File: src/hdl/tcw_pkg.sv
// Package for the text console writer: item and command types, opcodes,
// sequencer states and default constants.
// No dependencies; used by every module of the block.
package tcw_pkg;

    localparam int COLUMNS_DEF = 80;
    localparam int ROWS_DEF    = 25;
    localparam int QUEUE_DEPTH = 2;

    localparam logic [7:0] NEWLINE_CODE       = 8'd10;
    localparam logic [7:0] DEFAULT_ATTR_RESET = 8'd240;

    typedef enum logic [2:0] {
        OP_PUT_CURSOR = 3'd0,
        OP_PUT_CELL   = 3'd1,
        OP_BACKSPACE  = 3'd2,
        OP_COLOR      = 3'd3,
        OP_CLEAR      = 3'd4,
        OP_READ       = 3'd5
    } t_opcode;

    typedef enum logic [2:0] {
        K_NOP,
        K_PUT_CURSOR,
        K_PUT_CELL,
        K_BACKSPACE,
        K_COLOR,
        K_CLEAR,
        K_READ
    } t_kind;

    typedef enum logic [2:0] {
        BS_INIT,
        BS_IDLE,
        BS_EXEC,
        BS_SCROLL,
        BS_SWEEP_END,
        BS_CLEAR,
        BS_DONE
    } t_bstate;

    typedef struct packed {
        logic [2:0] opcode;
        logic [7:0] char_code;
        logic [6:0] column;
        logic [4:0] row_index;
        logic [7:0] attribute;
    } t_in_item;

    typedef struct packed {
        logic [6:0] cursor_column;
        logic [4:0] cursor_row;
        logic [7:0] cell_char;
        logic [7:0] cell_attr;
        logic       scrolled;
    } t_out_item;

    typedef struct packed {
        t_kind      kind;
        logic       is_newline;
        logic [7:0] char_code;
        logic [6:0] column;
        logic [4:0] row_index;
        logic [7:0] attribute;
    } t_cmd;

endpackage

File: src/hdl/tcw_front.sv
// Front end of the text console writer: accepts items, classifies them into
// commands and holds them in a short queue; also holds the default attribute.
// Depends on tcw_pkg.
module tcw_front #(
    parameter int COLUMNS = tcw_pkg::COLUMNS_DEF,
    parameter int ROWS    = tcw_pkg::ROWS_DEF
) (
    input  logic                i_clk,
    input  logic                i_rst_n,
    input  logic                i_in_valid,
    output logic                o_in_stall,
    input  tcw_pkg::t_in_item   i_in_item,
    input  logic                i_cfg_wr_en,
    input  logic [7:0]          i_cfg_wr_data,
    output logic                o_cmd_valid,
    output tcw_pkg::t_cmd       o_cmd,
    input  logic                i_cmd_pop
);

    localparam int QPW = (tcw_pkg::QUEUE_DEPTH > 1) ? $clog2(tcw_pkg::QUEUE_DEPTH) : 1;
    localparam int QCW = $clog2(tcw_pkg::QUEUE_DEPTH + 1);
    localparam logic [QPW-1:0] PTR_LAST = QPW'(tcw_pkg::QUEUE_DEPTH - 1);
    localparam logic [QCW-1:0] CNT_FULL = QCW'(tcw_pkg::QUEUE_DEPTH);

    logic [7:0]     r_default_attr;
    tcw_pkg::t_cmd  r_queue [tcw_pkg::QUEUE_DEPTH];
    logic [QPW-1:0] r_wr_ptr;
    logic [QPW-1:0] r_rd_ptr;
    logic [QCW-1:0] r_count;

    tcw_pkg::t_cmd  n_cmd;
    logic           target_ok;
    logic           push;
    logic           pop;

    assign o_in_stall  = (r_count == CNT_FULL);
    assign o_cmd_valid = (r_count != '0);
    assign o_cmd       = r_queue[r_rd_ptr];
    assign push        = i_in_valid && !o_in_stall;
    assign pop         = i_cmd_pop && o_cmd_valid;

    assign target_ok = (32'(i_in_item.column) < COLUMNS) && (32'(i_in_item.row_index) < ROWS);

    always_comb begin
        n_cmd.is_newline = (i_in_item.char_code == tcw_pkg::NEWLINE_CODE);
        n_cmd.char_code  = i_in_item.char_code;
        n_cmd.column     = i_in_item.column;
        n_cmd.row_index  = i_in_item.row_index;
        n_cmd.attribute  = i_in_item.attribute;
        case (i_in_item.opcode)
            tcw_pkg::OP_PUT_CURSOR: n_cmd.kind = tcw_pkg::K_PUT_CURSOR;
            tcw_pkg::OP_PUT_CELL:   n_cmd.kind = target_ok ? tcw_pkg::K_PUT_CELL : tcw_pkg::K_NOP;
            tcw_pkg::OP_BACKSPACE:  n_cmd.kind = tcw_pkg::K_BACKSPACE;
            tcw_pkg::OP_COLOR:      n_cmd.kind = target_ok ? tcw_pkg::K_COLOR : tcw_pkg::K_NOP;
            tcw_pkg::OP_CLEAR:      n_cmd.kind = tcw_pkg::K_CLEAR;
            tcw_pkg::OP_READ:       n_cmd.kind = target_ok ? tcw_pkg::K_READ : tcw_pkg::K_NOP;
            default:                n_cmd.kind = tcw_pkg::K_NOP;
        endcase
        if (i_in_item.attribute == 8'd0) begin
            n_cmd.attribute = r_default_attr;
        end
    end

    always_ff @(posedge i_clk) begin
        if (!i_rst_n) begin
            r_default_attr <= tcw_pkg::DEFAULT_ATTR_RESET;
            r_wr_ptr       <= '0;
            r_rd_ptr       <= '0;
            r_count        <= '0;
        end else begin
            if (i_cfg_wr_en) begin
                r_default_attr <= i_cfg_wr_data;
            end
            if (push) begin
                r_wr_ptr <= (r_wr_ptr == PTR_LAST) ? '0 : r_wr_ptr + QPW'(1);
            end
            if (pop) begin
                r_rd_ptr <= (r_rd_ptr == PTR_LAST) ? '0 : r_rd_ptr + QPW'(1);
            end
            if (push && !pop) begin
                r_count <= r_count + QCW'(1);
            end else if (pop && !push) begin
                r_count <= r_count - QCW'(1);
            end
        end
    end

    always_ff @(posedge i_clk) begin
        if (push) begin
            r_queue[r_wr_ptr] <= n_cmd;
        end
    end

endmodule

File: config.mk
export PLATFORM = sky130hd
export DESIGN_NAME = tcw_front
export DESIGN_NICKNAME = d
export VERILOG_FILES = /design/src/hdl/tcw_pkg.sv /design/src/hdl/tcw_front.sv
export SDC_FILE = /design/constraint.sdc
export NUM_CORES = 1
export LEC_CHECK = 0
export ABC_AREA = 0
export BUFFER_PORTS_ARGS = -buffer_cell sky130_fd_sc_hd__buf_4
export CAP_MARGIN = 20
export CORE_AREA = 2 2 96 98
export CTS_CLUSTER_DIAMETER = 50
export DETAILED_ROUTE_END_ITERATION = 7
export DIE_AREA = 0 0 98 100
export GPL_TIMING_DRIVEN = 0
export HOLD_SLACK_MARGIN = 0.1
export SLEW_MARGIN = 10
export SYNTH_ARGS = -nofsm -noshare
export SYNTH_HDL_FRONTEND = slang
export SYNTH_SLANG_ARGS = --single-unit
File: constraint.sdc
create_clock -name i_clk -period 8.68 [get_ports i_clk]
set_input_delay 0.434 -clock i_clk [delete_from_list [all_inputs] [get_ports i_clk]]
set_output_delay 0.434 -clock i_clk [all_outputs]
set_load 0.01 [all_outputs]
# Word-level counts from Yosys, hierarchy flattened
# Memories as Yosys holds them, arrays and structs flattened. A register that Yosys moved wholly into a read port is not among the register bits.
# Index checks and enable logic that the tools add are counted.
[word_totals]
ram_bits = 64
reg_bits = 12
inputBits = 44
elab_cells = 43
mem_count = 1
[classes]
add_sub_neg = 4
n_reduce_logical = 12
eq_ne = 7
muxes = 13
magnitude_cmp = 2
[memory_table]
columns = ["memory", "depth", "width", "rd", "rd_clocked_by_memory_dff", "wr", "line_no", "rtl"]
rows = [
  ["r_queue", 2, 32, 1, 1, 1, "tcw_front.sv:26", "tcw_pkg::t_cmd r_queue [tcw_pkg::QUEUE_DEPTH];"],
]
[ops]
columns = ["cell", "count"]
rows = [
  ["$pmux W3 S6", 1],
  ["$eq A8 B4 Y1 const B", 1],
  ["$logic_not A8 Y1", 1],
  ["$mux W8", 1],
  ["$lt A7 B7 Y1 const B", 1],
  ["$eq A3 B2 Y1 const B", 2],
  ["$eq A3 B3 Y1 const B", 2],
  ["$mux W1", 6],
  ["$mux W2", 3],
  ["$mux W3", 2],
  ["$logic_and A1 B1 Y1", 5],
  ["$lt A5 B5 Y1 const B", 1],
  ["$reduce_bool A2 Y1", 2],
  ["$eq A3 B1 Y1 const B", 1],
  ["$logic_not A1 Y1", 3],
  ["$logic_not A3 Y1", 1],
  ["$add A1 B1 Y1 const B", 2],
  ["$add A2 B1 Y2 const B", 1],
  ["$eq A2 B2 Y1 const B", 1],
  ["$sub A2 B1 Y2 const B", 1],
]

# Longest topological paths before layout
# Gate-level depths: netlist (run 1).
[logic_depth]
depth_word = 7
ltp_mapped = 7
depth_no_buf = 7

# Worst setup path after synthesis (run 1)
# Ideal clock, no wire load.
[synth_path]
path_kind = "reg-to-reg"
from = "reg r_count[0]"
to = "mem r_queue[0][0] (netlist bit), enable pin"
synth_period_minus_slack_ns = 3.325
path_stages_with_launch = 4
arrival_ns = 2.862
required_time_ns = 8.217
path_slack_ns = 5.355
path_cell_list = "dfxtp_1 -> nand2b_1 -> inv_1 -> nor3_1"
[synth_via]
elab_chain_cells = 5
[synth_lines]
columns = ["element", "line_no", "rtl"]
rows = [
  ["from (decl)", "tcw_front.sv:29", "logic [QCW-1:0] r_count;"],
  ["from (signal assigned)", "tcw_front.sv:81", "r_count <= r_count + QCW'(1);"],
  ["from (signal assigned)", "tcw_front.sv:83", "r_count <= r_count - QCW'(1);"],
  ["$eq A2 B2 Y1", "tcw_front.sv:36", "assign o_in_stall = (r_count == CNT_FULL);"],
  ["net o_in_stall", "tcw_front.sv:11", "output logic o_in_stall,"],
  ["$logic_not A1 Y1", "tcw_front.sv:39", "assign push = i_in_valid && !o_in_stall;"],
  ["$logic_and A1 B1 Y1", "tcw_front.sv:39", ""],
  ["$mux W1", "tcw_front.sv:89", "if (push) begin"],
  ["$mux W1 (implied by the code)", "tcw_front.sv:90", "r_queue[r_wr_ptr] <= n_cmd;"],
  ["to (decl)", "tcw_front.sv:26", ""],
]
# The timed path passes the listed nets, and every way through them passes these cells.

==> metrics.log, run 1 <==
[metrics] total power per unit cell area: 271 mW/mm^2
[metrics] combinational share of power: 0.274
[metrics] sequential-to-total area share from yosys stat: 0.724
[metrics] cell area after synthesis: 0.00301 sq mm
[metrics] count of antenna diodes in the layout: 0
[metrics] GR Overflow Total: 0
[metrics] CP Data Required Time: 8250 ps
[metrics] Routed WL per cell: 14.6 microns
[metrics] worst path arrival time: 1720 ps
[metrics] clock-pin slew on the worst setup and hold paths: 80 ps
[metrics] peak supply drop: 0.000161 V
[metrics] Die ar.: 0.00980 sq mm
[metrics] final number of setup-violating endpoints: 0
[metrics] number of hold-slack violations in the final timing report: 0
[metrics] critical path type: reg2out
[metrics] setup repair after global routing missed its margin: false
[metrics] most common library cell in the layout ignoring fill and taps: buf_4
[metrics] post-synthesis register bit count: 77
[metrics] cell taking the most area after synthesis: edfxtp_1
[metrics] path type of the worst min-delay path: in2reg
[metrics] pin slew with the least headroom to its limit: 787 ps
[metrics] global-route total usage across every layer: 0.119
[metrics] synthesized netlist cell count: 177
[metrics] startpoint types: flop
[metrics] DR vias: 1776
[metrics] largest buffer count on any clock path: 2
[metrics] hold wc startpoint: i_in_item[14]
[metrics] Internal Power: 0.000805 W
[metrics] most frequent cells in the layout: buf_4, edfxtp_1, mux2_2
[metrics] Vias per Instance: 4.64
[metrics] IO Pins: 78
[metrics] CTS root buf: clkbuf_8
[metrics] Inserted Clock Buffers: 9
[metrics] Yosys warnings: 0
[metrics] antenna violations before repair: 0
[metrics] cell family with the largest share of critical-path delay: buffers and inverters
[metrics] setup skew after layout: 9.54 ps
[metrics] final total negative setup slack: 0 ps
[metrics] clock share of power: 0.288
[metrics] Area contributors post-synth: edfxtp_1, mux2_2, dfxtp_1
[metrics] CP max stage cell: mux2_2
[metrics] status: complete, no violations
[metrics] fill count: 836
[metrics] area inside the core boundary: 0.00889 sq mm
[metrics] number of standard-cell rows in the floorplan: 35
[metrics] insertion delay of the later-clocked pin in the worst-skew pair: 330 ps
[metrics] relative slew slack: 0.475
[metrics] initial detailed-routing violation count: 38
[metrics] sequential group share of total power: 0.437
[metrics] clock tree from TritonCTS: done
[metrics] Syn-to-layout area delta: 32.3%
[metrics] Netlist cell types: 33
[metrics] number of nets with antenna violations after routing: 0
[metrics] number of max-slew violations in the final report: 0
[metrics] largest net degree at the start of global routing: 33
[metrics] total of buffers placed on input and output ports: 76
[metrics] Post-Route WL: 5610 microns
[metrics] # placed instances: 367
[metrics] proportion of total power due to net switching: 0.254
[metrics] fin cells: 383
[metrics] mean post-synth cell area: 17.0 sq um
[metrics] crit path max fanout: 10
[metrics] fraction of synthesized cell area taken by the top area cell type: 0.638
[metrics] Net count, final: 312
[metrics] routability congestion estimate from global placement: 0.706
[metrics] first-pass GRT wire length: 8910 microns
[metrics] Detailed Routing Iterations Pass 1: 3
[metrics] effective utilization at floorplan: 0.339
[metrics] Switching Power: 0.000274 W
[metrics] synthesized net count: 222
[metrics] delay of the slowest cell on the worst path: 380 ps
[metrics] type of destination of the critical path: primary output
[metrics] H-tree lvl count: 3
[metrics] Lkg Pwr: 1.56 nW
[metrics] number of violations of the max-capacitance limit: 0
[metrics] via count of the first global-routing pass: 1799
[metrics] minimum clock period: 2160 ps
[metrics] number of hold-repair buffers added at the cts stage: 0
[metrics] final clock period utilization by the worst path: 0.248
[metrics] R2R Path Start: r_count[0]$_SDFFE_PN0P_
[metrics] post-DP HPWL: 3980 microns
[metrics] horizontal die dimension: 98 microns
[metrics] number of instances resized during post-cts repair: 0
[metrics] number of buffers inserted by post-CTS setup repair: 0
[metrics] die height: 100 microns
[metrics] cells along the critical path: clkbuf_1 > buf_2 > mux2_2 > buf_4
[metrics] fraction of final layout cells with drive strength greater than 1: 0.489
[metrics] buffering stage count on the worst path with inverters included: 3
[metrics] Post-route DRC: 0
[metrics] CTS sink cnt: 77
[metrics] f_max: 464 MHz
==> per-stage QoR <==
step / total power [W] / setup slack [ps] / hold slack [ps] / utilization / cell area, sq um
5_1_grt: 0.00114 / 6380 / 250 / 0.448 / 3990
4_1_cts: 0.00110 / 6450 / 256 / 0.448 / 3990
3_3_place_gp: 0.000777 / 3850 / 454 / 0.419 / 3720
6_report: 0.00108 / 6520 / 279 / 0.448 / 3990
2_1_floorplan: 0.000643 / 5350 / 442 / - / 3010
3_5_place_dp: 0.000784 / 6810 / 466 / 0.422 / 3750
==> synth_stat cells <==
cell       number
edfxtp_1       64
mux2_2         30
dfxtp_1        13
a21o_1          8
mux2i_1         8
nor2b_1         6
buf_2           4
nand2_1         4
a21oi_1         3
and2_1          3
inv_1           3
nor2_1          3
o21ai_0         3
a21boi_0        2
clkbuf_1        2
mux2_1          2
or4_4           2
xnor2_1         2
and3_1          1
ha_1            1
nand2b_1        1
nand3_1         1
nand4bb_1       1
nor2_4          1
nor3_1          1
nor4_2          1
o21a_1          1
o2bb2ai_1       1
o311ai_0        1
or2_2           1
or3_1           1
or4_1           1
xor2_1          1
==> cell families (layout without fill, tap and decap cells) <==
logic type | count (synthesis) | count (layout) | share of synthesized area
muxes | 40 | 40 | 0.146
buffers and inverters | 9 | 104 | 0.0129
adders and majority gates | 1 | 1 | 0.00415
xor gates and xnor gates | 3 | 3 | 0.00872
AOI/OAI and AO/OA | 19 | 19 | 0.0432
and+or+nand+nor | 28 | 28 | 0.0606
DFF | 77 | 77 | 0.724
==> power groups by stage <==
stage	Sequential (W)	Clock [W]	Combinational, W
final	0.000472	0.000311	0.000296
after global routing	0.000478	0.000335	0.000324
after CTS	0.000473	0.000320	0.000303
after detailed placement	0.000481	0	0.000303
after global placement	0.000484	0	0.000294
after floorplan	0.000479	0	0.000164
==> state kept, by name (all words and copies together), names as in the netlist, named ones only <==
name,cells
r_default_attr,8
r_rd_ptr,1
r_wr_ptr,1
r_count,2
r_queue,64
==> path summary, 6_finish.rpt <==
check | endpoint | slack, ps | depth (start not counted)
setup / recovery | o_cmd[6] | 6520 | 4
setup reg to reg | r_queue[0][21]$_DFFE_PP_ | 6850 | 5
hold reg to reg | r_default_attr[7]$_SDFFE_PN1P_ | 490 | 2
hold / removal | r_queue[0][14]$_DFFE_PP_ | 280 | 1
==> per-layer routing <==
layer | track usage | vias to the layer above | part of all wire
met5 | 0 | - | 0
met4 | 0.0321 | 0 | 0.0087
met3 | 0.0522 | 5 | 0.075
met2 | 0.195 | 62 | 0.49
met1 | 0.145 | 855 | 0.42
li1 | - | 854 | -
==> area by class of cell <==
type / instances / area (sq um) / area share
sequential: 77 / 2180 / 0.548
multi-input combinational: 91 / 798 / 0.200
timing repair buffer: 79 / 597 / 0.150
tap: 111 / 139 / 0.0349
clock buffer: 11 / 131 / 0.0330
clock inverter: 5 / 98.8 / 0.0248
buffer: 6 / 27.5 / 0.00691
inverter: 3 / 11.3 / 0.00283
No activity file was read; power rests on OpenSTA's default activity.
==> run 2: changes to the inputs <==
==> constraint.sdc (replaced) <==
create_clock -name i_clk -period 1.9 [get_ports i_clk]
set_input_delay 0.095 -clock i_clk [delete_from_list [all_inputs] [get_ports i_clk]]
set_output_delay 0.095 -clock i_clk [all_outputs]
set_load 0.01 [all_outputs]
==> metrics.log, run 2 (synthesized netlist as in run 1, its figures left out) <==
[metrics] status: complete, no violations
[metrics] path type of the worst min-delay path: in2reg
[metrics] global-route total usage across every layer: 0.130 (+0.0104)
[metrics] number of violations of the max-capacitance limit: 0 (unchanged)
[metrics] GR Overflow Total: 0 (unchanged)
[metrics] fin cells: 422 (+10%)
[metrics] worst-case register-to-register setup slack: 210 ps (-6640 ps)
[metrics] Lkg Pwr: 1.70 nW (+9.2%)
[metrics] total power per unit cell area: 1100 mW/mm^2 (+310%)
[metrics] area inside the core boundary: 0.00889 sq mm (unchanged)
[metrics] flip-flop count of the largest register, all copies and words added: 64 (unchanged)
[metrics] # placed instances: 366 (-0.27%)
[metrics] Syn-to-layout area delta: 44.8%
[metrics] final number of setup-violating endpoints: 0 (unchanged)
[metrics] Cells on Worst Hold Path: 3 (+2)
[metrics] f_max: 569 MHz
[metrics] insertion delay of the later-clocked pin in the worst-skew pair: 340 ps (about the same)
[metrics] endpoint of the most critical register-to-register path: r_queue[1][22]$_DFFE_PP_
[metrics] clock tree from TritonCTS: done
[metrics] Seq. cell area: 0.00218 sq mm (unchanged)
[metrics] critical path type: reg2out
[metrics] Routed WL per cell: 14.3 microns (-2.0%)
[metrics] number of nets with antenna violations after routing: 0 (unchanged)
[metrics] antenna violations before repair: 0 (unchanged)
[metrics] IO Pins: 78 (unchanged)
[metrics] final clock period utilization by the worst path: 0.924
[metrics] largest buffer count on any clock path: 2 (unchanged)
[metrics] minimum clock period: 1760 ps
[metrics] horizontal die dimension: 98 microns (unchanged)
[metrics] effective utilization at floorplan: 0.339 (unchanged)
[metrics] Largest Register: r_queue
[metrics] number of max-slew violations in the final report: 0 (unchanged)
[metrics] Die ar.: 0.00980 sq mm (unchanged)
[metrics] CP Data Required Time: 1800 ps (-6450 ps)
[metrics] initial detailed-routing violation count: 40 (+5.3%)
[metrics] Detailed Routing Iterations Pass 1: 6 (+3)
[metrics] total of buffers placed on input and output ports: 76 (unchanged)
[metrics] clock-pin slew on the worst setup and hold paths: 80 ps (about the same)
[metrics] DR vias: 1893 (+6.6%)
[metrics] setup repair after global routing missed its margin: false
[metrics] worst path arrival time: 1660 ps (-60 ps)
[metrics] peak supply drop: 0.000745 V (+360%)
[metrics] relative slew slack: 0.466 (-0.00958)
[metrics] fill count: 788 (-5.7%)
[metrics] number of standard-cell rows in the floorplan: 35 (unchanged)
[metrics] most common library cell in the layout ignoring fill and taps: buf_4
[metrics] R2R Path Start: r_count[0]$_SDFFE_PN0P_
[metrics] setup skew after layout: 7.32 ps (-2.22 ps)
[metrics] most frequent cells in the layout: buf_4, edfxtp_1, dlygate4sd3_1
[metrics] fraction of final layout cells with drive strength greater than 1: 0.431 (-0.0581)
[metrics] Vias per Instance: 4.49 (-3.3%)
[metrics] pin slew with the least headroom to its limit: 801 ps (+14.4 ps)
[metrics] routability congestion estimate from global placement: 0.690 (-2.2%)
[metrics] hold-critical path endpoint: r_wr_ptr$_SDFFE_PN0P_
[metrics] multi-input logic area: 805 sq um (+0.78%)
[metrics] hold wc startpoint: i_in_valid
[metrics] path depth of the worst reg2reg path: 2 (-3)
[metrics] crit path max fanout: 10 (unchanged)
[metrics] Inserted Clock Buffers: 9 (unchanged)
[metrics] H-tree lvl count: 3 (unchanged)
[metrics] type of destination of the critical path: primary output
[metrics] CTS root buf: clkbuf_8
[metrics] CTS sink cnt: 77 (unchanged)
[metrics] largest registers: r_queue (64), r_default_attr (8), r_count (2)
[metrics] die height: 100 microns (unchanged)
[metrics] Post-Route WL: 6050 microns (+8.0%)
[metrics] Post-route DRC: 0 (unchanged)
[metrics] via count of the first global-routing pass: 2051 (+14%)
[metrics] first-pass GRT wire length: 9740 microns (+9.4%)
[metrics] number of buffers inserted by post-CTS setup repair: 0 (unchanged)
[metrics] Net count, final: 351 (+13%)
[metrics] number of hold-slack violations in the final timing report: 0 (unchanged)
[metrics] startpoint types: flop
[metrics] largest net degree at the start of global routing: 33 (unchanged)
[metrics] count of antenna diodes in the layout: 0 (unchanged)
[metrics] final total negative setup slack: 0 ps (unchanged)
[metrics] post-DP HPWL: 3950 microns (-0.72%)
[run 2: cell type report]
cell class,instances,share of cell area
plain buffers,6,0.00803
clock buffers,9,0.0284
clock inverters,7,0.0152
inverters,3,0.00258
multi-input cells,91,0.184
flip-flops and latches,77,0.500
well taps,111,0.0318
repair buffers,118,0.229
[run 2: repair_timing]
action | 4_1_cts | 5_1_grt
resized for setup | 1 | 4
endpoints found under the hold margin | 69 | 0
hold buffers | 40 | 0
endpoints found under the setup margin | 1 | 20
[run 2: stage by stage]
step / cell area (sq um) / hold WS [ps] / utilization / worst slack, ps / power (W)
global route: 4360 / 121 / 0.491 / 21.9 / 0.00506
global placement: 3730 / 282 / 0.420 / -434 / 0.00354
finish: 4360 / 131 / 0.491 / 144 / 0.00479
detailed placement: 3760 / 286 / 0.424 / 187 / 0.00359
CTS: 4360 / 109 / 0.490 / 10.7 / 0.00485
floorplan: 3020 / 194 / - / 63.4 / 0.00294
[run 2: power breakdown]
part / switching, W / internal, W
registers: 0.0000668 / 0.00209
logic: 0.000661 / 0.000795
clock network: 0.000579 / 0.000597
[run 2: layer usage]
layer | GRT usage | wire [microns] | up-vias
li1 | - | - | 930
met1 | 0.145 | 2470 | 891
met2 | 0.233 | 3130 | 63
met3 | 0.0383 | 363 | 9
met4 | 0.0513 | 80 | 0
met5 | 0 | 0 | -
[run 2: worst max-delay path by stage]
stage	cells after the start	end	slack (ps)	start
after floorplan	3	r_queue[0][0]$_DFFE_PP_	60	r_count[0]$_SDFFE_PN0P_
after global placement	3	r_queue[0][19]$_DFFE_PP_	-430	r_count[0]$_SDFFE_PN0P_
after detailed placement	2	r_queue[1][21]$_DFFE_PP_	190	r_count[0]$_SDFFE_PN0P_
after CTS	4	o_cmd[9]	10	flop
after global routing	4	o_cmd[31]	20	flop
final	4	o_cmd[9]	140	flop
[run 2: critical path, stage by stage (launching register included)]
cell	delay (ps)
dfxtp_1	310
clkbuf_1	240
buf_4	260
mux2_2	370
buf_4	150
